--- src/hw/rtl/mtfp_pkg.sv ---
`timescale 1ns / 1ps

package mtfp_pkg;

  localparam int unsigned CntW = 17;

  // Byte positions within the MBAP header and the start of the PDU
  localparam logic [CntW-1:0] IDX_TID_HI   = 17'd0;
  localparam logic [CntW-1:0] IDX_TID_LO   = 17'd1;
  localparam logic [CntW-1:0] IDX_PROTO_HI = 17'd2;
  localparam logic [CntW-1:0] IDX_PROTO_LO = 17'd3;
  localparam logic [CntW-1:0] IDX_LEN_HI   = 17'd4;
  localparam logic [CntW-1:0] IDX_LEN_LO   = 17'd5;
  localparam logic [CntW-1:0] IDX_UNIT     = 17'd6;
  localparam logic [CntW-1:0] IDX_FUNC     = 17'd7;
  localparam logic [CntW-1:0] IDX_DATA0    = 17'd8;

  localparam logic [15:0] LEN_FUNC_ONLY = 16'd2;

  typedef enum logic [2:0] {
    VERDICT_OK      = 3'd0,
    VERDICT_EXC_OK  = 3'd1,
    VERDICT_SHORT   = 3'd2,
    VERDICT_UNKNOWN = 3'd3,
    VERDICT_BAD_EXC = 3'd4
  } verdict_e;

  typedef struct packed {
    logic [7:0]  payload_byte;
    logic        payload_valid;
    logic        frame_end;
    verdict_e    verdict;
    logic [15:0] transaction_id;
    logic [7:0]  function_code;
    logic [7:0]  exception_code;
  } res_t;

  function automatic logic known_function(input logic [7:0] f);
    logic k;
    k = (f >= 8'd1 && f <= 8'd6) || f == 8'd15 || f == 8'd16;
    return k;
  endfunction

endpackage

--- src/hw/rtl/mtfp_if.sv ---
`timescale 1ns / 1ps

interface mtfp_rx_if;
  logic       valid;
  logic       ready;
  logic [7:0] rx_byte;

  modport source (output valid, output rx_byte, input ready);
  modport sink   (input valid, input rx_byte, output ready);
endinterface

interface mtfp_res_if;
  logic        valid;
  logic        ready;
  logic [7:0]  payload_byte;
  logic        payload_valid;
  logic        frame_end;
  logic [2:0]  verdict;
  logic [15:0] transaction_id;
  logic [7:0]  function_code;
  logic [7:0]  exception_code;

  modport source (
    output valid, output payload_byte, output payload_valid, output frame_end,
    output verdict, output transaction_id, output function_code,
    output exception_code, input ready
  );
  modport sink (
    input valid, input payload_byte, input payload_valid, input frame_end,
    input verdict, input transaction_id, input function_code,
    input exception_code, output ready
  );
endinterface

--- src/hw/rtl/mtfp_in_reg.sv ---
`timescale 1ns / 1ps

module mtfp_in_reg (
  input  logic       clk_i,
  input  logic       rst_ni,
  mtfp_rx_if.sink    rx_i,
  input  logic       advance_i,
  output logic       valid_o,
  output logic [7:0] byte_o
);

  logic       valid_q;
  logic [7:0] byte_q;

  assign rx_i.ready = !valid_q || advance_i;

  always_ff @(posedge clk_i or negedge rst_ni) begin
    if (!rst_ni) begin
      valid_q <= 1'b0;
    end else if (rx_i.ready) begin
      valid_q <= rx_i.valid;
    end
  end

  always_ff @(posedge clk_i) begin
    if (rx_i.ready && rx_i.valid) begin
      byte_q <= rx_i.rx_byte;
    end
  end

  assign valid_o = valid_q;
  assign byte_o  = byte_q;

endmodule

--- src/hw/rtl/mtfp_parse.sv ---
`timescale 1ns / 1ps

module mtfp_parse (
  input  logic              clk_i,
  input  logic              rst_ni,
  input  logic              valid_i,
  input  logic [7:0]        byte_i,
  input  logic              advance_i,
  output logic              has_result_o,
  output mtfp_pkg::res_t    res_o
);

  logic [mtfp_pkg::CntW-1:0] cnt_q, cnt_d;
  logic [mtfp_pkg::CntW-1:0] last_pos;
  logic [15:0] tid_q, tid_d;
  logic [15:0] len_q, len_d;
  logic [7:0]  fn_q, fn_d;
  logic [7:0]  fd_q, fd_d;
  logic        is_data;
  logic        is_last;

  // Field capture; the current byte is seen straight away by the end check
  always_comb begin
    tid_d   = tid_q;
    len_d   = len_q;
    fn_d    = fn_q;
    fd_d    = fd_q;
    is_data = 1'b0;
    case (cnt_q)
      mtfp_pkg::IDX_TID_HI:   tid_d = {byte_i, 8'h00};
      mtfp_pkg::IDX_TID_LO:   tid_d = {tid_q[15:8], byte_i};
      mtfp_pkg::IDX_PROTO_HI,
      mtfp_pkg::IDX_PROTO_LO,
      mtfp_pkg::IDX_UNIT:     ;
      mtfp_pkg::IDX_LEN_HI:   len_d = {byte_i, 8'h00};
      mtfp_pkg::IDX_LEN_LO:   len_d = {len_q[15:8], byte_i};
      mtfp_pkg::IDX_FUNC:     fn_d  = byte_i;
      default: begin
        is_data = 1'b1;
        if (cnt_q == mtfp_pkg::IDX_DATA0) begin
          fd_d = byte_i;
        end
      end
    endcase
  end

  assign last_pos = mtfp_pkg::IDX_LEN_LO + {1'b0, len_d};
  assign is_last  = (cnt_q >= mtfp_pkg::IDX_LEN_LO) && (cnt_q == last_pos);
  assign cnt_d    = is_last ? '0 : cnt_q + 1'b1;

  always_comb begin
    res_o                = '0;
    res_o.verdict        = mtfp_pkg::VERDICT_OK;
    res_o.payload_valid  = is_data;
    res_o.payload_byte   = is_data ? byte_i : 8'h00;
    res_o.frame_end      = is_last;
    if (is_last) begin
      res_o.transaction_id = tid_d;
      if (len_d < mtfp_pkg::LEN_FUNC_ONLY) begin
        res_o.verdict = mtfp_pkg::VERDICT_SHORT;
      end else if (len_d == mtfp_pkg::LEN_FUNC_ONLY) begin
        res_o.verdict       = mtfp_pkg::VERDICT_SHORT;
        res_o.function_code = fn_d;
      end else begin
        res_o.exception_code = fd_d;
        res_o.function_code  = fn_d;
        if (mtfp_pkg::known_function(fn_d)) begin
          res_o.verdict = mtfp_pkg::VERDICT_OK;
        end else if (fn_d[7] && mtfp_pkg::known_function({1'b0, fn_d[6:0]})) begin
          res_o.function_code = {1'b0, fn_d[6:0]};
          res_o.verdict = (fd_d inside {[8'd1:8'd4]}) ? mtfp_pkg::VERDICT_EXC_OK
                                                     : mtfp_pkg::VERDICT_BAD_EXC;
        end else begin
          res_o.verdict = mtfp_pkg::VERDICT_UNKNOWN;
        end
      end
    end
  end

  assign has_result_o = valid_i && (is_data || is_last);

  always_ff @(posedge clk_i or negedge rst_ni) begin
    if (!rst_ni) begin
      cnt_q <= '0;
      tid_q <= '0;
      len_q <= '0;
      fn_q  <= '0;
      fd_q  <= '0;
    end else if (advance_i) begin
      cnt_q <= cnt_d;
      tid_q <= tid_d;
      len_q <= len_d;
      fn_q  <= fn_d;
      fd_q  <= fd_d;
    end
  end

endmodule

--- src/hw/rtl/mtfp_out_reg.sv ---
`timescale 1ns / 1ps

module mtfp_out_reg (
  input  logic           clk_i,
  input  logic           rst_ni,
  input  logic           load_i,
  input  mtfp_pkg::res_t res_i,
  output logic           free_o,
  mtfp_res_if.source     res_o
);

  logic           valid_q;
  mtfp_pkg::res_t res_q;

  // Free when empty or when the held request leaves this cycle
  assign free_o = !valid_q || res_o.ready;

  always_ff @(posedge clk_i or negedge rst_ni) begin
    if (!rst_ni) begin
      valid_q <= 1'b0;
    end else if (free_o) begin
      valid_q <= load_i;
    end
  end

  always_ff @(posedge clk_i) begin
    if (free_o && load_i) begin
      res_q <= res_i;
    end
  end

  assign res_o.valid          = valid_q;
  assign res_o.payload_byte   = res_q.payload_byte;
  assign res_o.payload_valid  = res_q.payload_valid;
  assign res_o.frame_end      = res_q.frame_end;
  assign res_o.verdict        = res_q.verdict;
  assign res_o.transaction_id = res_q.transaction_id;
  assign res_o.function_code  = res_q.function_code;
  assign res_o.exception_code = res_q.exception_code;

endmodule

--- src/hw/rtl/modbus_tcp_frame_parser.sv ---
`timescale 1ns / 1ps

// Modbus TCP frame parser: takes one stream byte per cycle on rx_i and splits
// the stream into MBAP frames of 6+length bytes. Every PDU data byte after the
// function code gives one request on res_o, and the last byte of a frame also
// carries the verdict, transaction id, function code and exception code;
// header bytes other than the last give no request. A byte is accepted every
// cycle while res_o is ready. The byte is captured in the input register when
// it is accepted, and its request is loaded into the result register once that
// register has room; until then the byte waits in the input register. The
// per-byte work is the 17-bit frame position counter and its compare against
// 5+length, followed by a small function-code decode. Protocol id and unit id
// are not checked.
module modbus_tcp_frame_parser (
  input  logic       clk_i,
  input  logic       rst_ni,
  mtfp_rx_if.sink    rx_i,
  mtfp_res_if.source res_o
);

  logic           byte_valid;
  logic [7:0]     byte_val;
  logic           has_result;
  logic           out_free;
  logic           advance;
  mtfp_pkg::res_t result;

  // Drop bytes without a result; otherwise wait for room in the result register
  assign advance = byte_valid && (!has_result || out_free);

  mtfp_in_reg u_in_reg (
    .clk_i     (clk_i),
    .rst_ni    (rst_ni),
    .rx_i      (rx_i),
    .advance_i (advance),
    .valid_o   (byte_valid),
    .byte_o    (byte_val)
  );

  mtfp_parse u_parse (
    .clk_i        (clk_i),
    .rst_ni       (rst_ni),
    .valid_i      (byte_valid),
    .byte_i       (byte_val),
    .advance_i    (advance),
    .has_result_o (has_result),
    .res_o        (result)
  );

  mtfp_out_reg u_out_reg (
    .clk_i  (clk_i),
    .rst_ni (rst_ni),
    .load_i (has_result),
    .res_i  (result),
    .free_o (out_free),
    .res_o  (res_o)
  );

endmodule

--- src/flat_wrapper.sv ---
// flat-port wrapper written by rule: the top's interface ports become plain ports
module modbus_tcp_frame_parser_flat 
  (clk_i, rst_ni, rx_i_valid, rx_i_rx_byte, rx_i_ready, res_o_valid, res_o_payload_byte, res_o_payload_valid, res_o_frame_end, res_o_verdict, res_o_transaction_id, res_o_function_code, res_o_exception_code, res_o_ready);
  mtfp_rx_if rx_i_i ();
  mtfp_res_if res_o_i ();
  input  logic clk_i;
  input  logic rst_ni;
  input wire logic [$bits(rx_i_i.valid)-1:0] rx_i_valid;
  input wire logic [$bits(rx_i_i.rx_byte)-1:0] rx_i_rx_byte;
  output wire logic [$bits(rx_i_i.ready)-1:0] rx_i_ready;
  output wire logic [$bits(res_o_i.valid)-1:0] res_o_valid;
  output wire logic [$bits(res_o_i.payload_byte)-1:0] res_o_payload_byte;
  output wire logic [$bits(res_o_i.payload_valid)-1:0] res_o_payload_valid;
  output wire logic [$bits(res_o_i.frame_end)-1:0] res_o_frame_end;
  output wire logic [$bits(res_o_i.verdict)-1:0] res_o_verdict;
  output wire logic [$bits(res_o_i.transaction_id)-1:0] res_o_transaction_id;
  output wire logic [$bits(res_o_i.function_code)-1:0] res_o_function_code;
  output wire logic [$bits(res_o_i.exception_code)-1:0] res_o_exception_code;
  input wire logic [$bits(res_o_i.ready)-1:0] res_o_ready;
  assign rx_i_i.valid = rx_i_valid;
  assign rx_i_i.rx_byte = rx_i_rx_byte;
  assign rx_i_ready = rx_i_i.ready;
  assign res_o_valid = res_o_i.valid;
  assign res_o_payload_byte = res_o_i.payload_byte;
  assign res_o_payload_valid = res_o_i.payload_valid;
  assign res_o_frame_end = res_o_i.frame_end;
  assign res_o_verdict = res_o_i.verdict;
  assign res_o_transaction_id = res_o_i.transaction_id;
  assign res_o_function_code = res_o_i.function_code;
  assign res_o_exception_code = res_o_i.exception_code;
  assign res_o_i.ready = res_o_ready;
  modbus_tcp_frame_parser u_core (.clk_i(clk_i), .rst_ni(rst_ni), .rx_i(rx_i_i), .res_o(res_o_i));
endmodule
--- config.mk ---
export PLATFORM = sky130hd
export DESIGN_NAME = modbus_tcp_frame_parser_flat
export DESIGN_NICKNAME = d
export VERILOG_FILES = /design/src/hw/rtl/mtfp_pkg.sv /design/src/hw/rtl/mtfp_if.sv /design/src/hw/rtl/mtfp_in_reg.sv /design/src/hw/rtl/mtfp_parse.sv /design/src/hw/rtl/mtfp_out_reg.sv /design/src/hw/rtl/modbus_tcp_frame_parser.sv /design/src/flat_wrapper.sv
export SDC_FILE = /design/constraint.sdc
export NUM_CORES = 1
export LEC_CHECK = 0
export ABC_AREA = 0
export BUFFER_PORTS_ARGS = -buffer_cell sky130_fd_sc_hd__clkbuf_2
export CORE_ASPECT_RATIO = 1.4
export CORE_UTILIZATION = 60
export DETAILED_ROUTE_END_ITERATION = 10
export PLACE_DENSITY = 0.78
export SYNTH_ARGS = -nofsm -noshare
export SYNTH_HDL_FRONTEND = slang
export SYNTH_SLANG_ARGS = --single-unit
--- constraint.sdc ---
create_clock -name clk_i -period 8.4 [get_ports clk_i]
set_input_delay 1.26 -clock clk_i [delete_from_list [all_inputs] [get_ports clk_i]]
set_output_delay 1.26 -clock clk_i [all_outputs]
set_load 0.01 [all_outputs]
==> qor.txt <==
outcome = complete, no violations
Warnings, synthesis = 0
largest cells by area after synthesis = dfrtp_1 25%, edfxtp_1 24%, nand2_1 5.6%
Max-Slew Margin vs Limit = 0.208
drc violations = 0
Die Ht = 127 um
Clock Latency Late Sink = 0.42 ns
CTS max path bufs = 2
Mapped Area = 6650 um^2
Synth Net Count = 700
largest family of logic cells by synthesized area = simple AND/OR/NAND/NOR gates
Net Sw Frac = 0.285
Synth Area in Compound Gates = 0.199
dpl ws = 2.04 ns
cell internal pwr = 1.18 mW
final net count = 737
fin. max-slew vios = 0
grt total ovfl = 0
Iter 0 DRT Violations = 724
Slowest cell on crit path = nor4bb_1
pwr/cell area = 219 nW/um^2
initial antenna violation count = 0
vias in the first global route = 5777
ratio of final minimum period to clock period = 0.815
post-synthesis xor/xnor area fraction = 0.0145
RSZ-0062 raised after global routing = no
CTS buffer count = 17
Synth area leader = dfrtp_1
DP HPWL = 12.6 mm
Hold Crit Depth = 2
Critical Path AT = 5.59 ns
kind of critical path = flip-flop to output port
total global-route track usage = 0.347
vias = 5874
antenna-violating nets left = 0
GP Congestion = 0.963
Worst R2R Path Depth = 17
number of enable flip-flop cells after synthesis = 53
core area = 10800 um^2
Rows = 45
width of the die = 91.0 um
hold path start = u_core.u_parse.tid_q[2]
worst ir drop on vdd = 0.000179 V
clock root buffer = clkbuf_16
setup_tns = 0 ns
worst r2r src = u_core.u_parse.cnt_q[0]
simple-gate portion of the synthesized area = 0.211
Non-Filler Instances = 873
post-route total power = 1.65 mW
port bufs = 58
Worst Hold Path EP = u_core.u_parse.tid_q[2]
Post-Synth Adder-Cell Area = 0.0113
FFs w/ async S/R, synth = 0.558
Yosys top cell area share = 0.252
largest net degree at the start of global routing = 68
Worst Skew = 0.00914 ns
reg2reg setup slack = 1.91 ns
# IOs = 59
crit-path cells = inv_1, ha_1, nor4bb_1, o2111ai_1, a22oi_1, inv_1, ha_1, a21oi_1, a22oi_2, nor3_1, a31oi_1, or4b_1, a311o_1, nor2_1, o21ai_0, or2_2, clkbuf_2
share of layout cells above drive strength 1 = 0.172
most frequent cell after synthesis = nand2_1
clk slew on worst S/H paths = 0.06 ns
Hold WC Path Type = flip-flop to flip-flop
Avg Inst Size Synth = 9.75 um^2
sequential share of power = 0.440
first-pass GRT wire length = 30.1 mm
CP peak stage delay = 0.67 ns
routed wire length = 19.1 mm
Comb pwr share = 0.132
Fmax = 0.146 GHz
post-cts sizing count = 0
Clk pwr share = 0.428
Vias/cell = 6.73
crit end category = output port
area delta synth->final = 13.4%
smallest hold slack = 0.487 ns
Commonest cells post-synth = 100 x nand2_1, 67 x dfrtp_1, 57 x a21oi_1, 53 x edfxtp_1, 53 x o21ai_0
synthesized instance count = 682
crit path launch type = flip-flop
TritonRoute pass-1 iters = 5
synthesis-stage register bit count = 120
final std cell area, no fill = 7540 um^2
dpl cells = 841
Die ar. = 11500 um^2
Initial Utilization = 0.615
CTS tree = built
PnR worst setup slack = 1.55 ns
DR WL/cell = 21.9 um
placed inst area = 6970 um^2
H-tree depth = 4
max cap viols = 0
multiplexer area fraction after synthesis = 0.0322
P_sw = 472 uW
sequential-to-total area share from yosys stat = 0.491
Diodes inserted = 0
post-layout util = 0.698
Slew @ Worst Pin = 1.19 ns
post-CTS setup buffer count = 0
Netlist cell types = 70
post-route minimum period = 6.85 ns
clock sinks = 120
crit-path max FO = 7
worst r2r dst = u_core.u_parse.len_q[10]
cts hold-fix bufs = 0
WP data required = 7.14 ns
Synth Flop Type = dfrtp_1
Final setup viols = 0
Leak = 3.10 nW
Hold Vio Cnt, Final = 0
-- state kept, by name, summed over array words and instances (netlist names), 16 cells and up --
name                                   cells
u_core.u_out_reg.res_o.transaction_id     16
u_core.u_parse.cnt_q                      17
u_core.u_parse.len_q                      16
u_core.u_parse.tid_q                      16
-- placed cells by master, fill, tap and decap left out, types with 4 or more instances in the layout --
cell type  Yosys  final
a22oi_1        9      9
a22o_1         8      8
a221o_1        8      8
a31oi_1        4      4
ha_1           6      6
o21ai_1        4      4
and2_1        20     20
a21oi_1       57     57
or4_1          4      4
nor3_1        25     24
clkbuf_16      0     17
nand2_1      100    100
nand4_1       10     10
mux2i_1        9      9
mux2_1         8      8
a211oi_1       5      5
dfrtp_1       67     67
a21o_1         5      5
inv_1         13     13
xnor2_1        6      6
clkbuf_2       2     58
buf_4          2      8
o2bb2ai_1     10     10
or3_1         12     12
edfxtp_1      53     53
o2bb2ai_2      7      7
o21ai_0       53     53
nand2b_1       6      6
xor2_1         5      5
nand3_1       21     21
o211ai_1       4      4
or2_2          5      5
nor2_1        31     30
-- power groups by stage --
stage	Sequential [mW]	Combinational, mW	Clock, mW
finish	0.728	0.218	0.708
global route	0.734	0.238	0.731
CTS	0.726	0.216	0.708
detailed placement	0.736	0.215	0
global placement	0.734	0.207	0
floorplan	0.688	0.193	0
-- routing by layer --
metal,share of wire,GRT usage,routed length [um]
met5,0,0,0
met4,0.060,0.244,1150
met3,0.065,0.0492,1240
met2,0.51,0.603,9740
met1,0.37,0.392,6980
-- how the worst max path moves through the flow --
| stage | from | endpoint | depth (start not counted) |
|---|---|---|---|
| after floorplan | u_core.u_parse.cnt_q[0] | u_core.u_out_reg.res_o.exception_code[0] | 16 |
| after global placement | u_core.u_parse.cnt_q[0] | u_core.u_parse.len_q[10] | 17 |
| after detailed placement | u_core.u_parse.cnt_q[0] | u_core.u_parse.len_q[10] | 17 |
| after CTS | u_core.u_parse.cnt_q[0] | rx_i_ready | 17 |
| after global routing | u_core.u_parse.cnt_q[0] | rx_i_ready | 17 |
| final | u_core.u_parse.cnt_q[0] | rx_i_ready | 17 |
-- cell families (layout without fill, tap and decap cells) --
family	count (synthesis)	count (layout)
AOI/OAI and AO/OA	198	198
and+or+nand+nor	266	266
DFF	120	120
adders and majority gates	6	6
xor gates and xnor gates	11	11
muxes	20	20
buffers and inverters	61	111
-- area by class of cell --
class                           instances  area [um^2]
Tap cell                              141          176
Clock inverter                         12          128
Fill cell                             823         3270
Sequential cell                       120         3270
Clock buffer                           20          447
Multi-Input combinational cell        501         3130
Inverter                               13         48.8
Timing Repair Buffer                   66          350
-- critical path: cells and delay by family, from the launching register on --
family                     cells  cell delay (ns)
buffers and inverters          3             0.37
AOI/OAI and AO/OA              7             1.83
DFF                            1             0.45
adders and majority gates      2             0.45
and+or+nand+nor                5             2.07
Note: power is estimated with default switching activity, not from simulation.
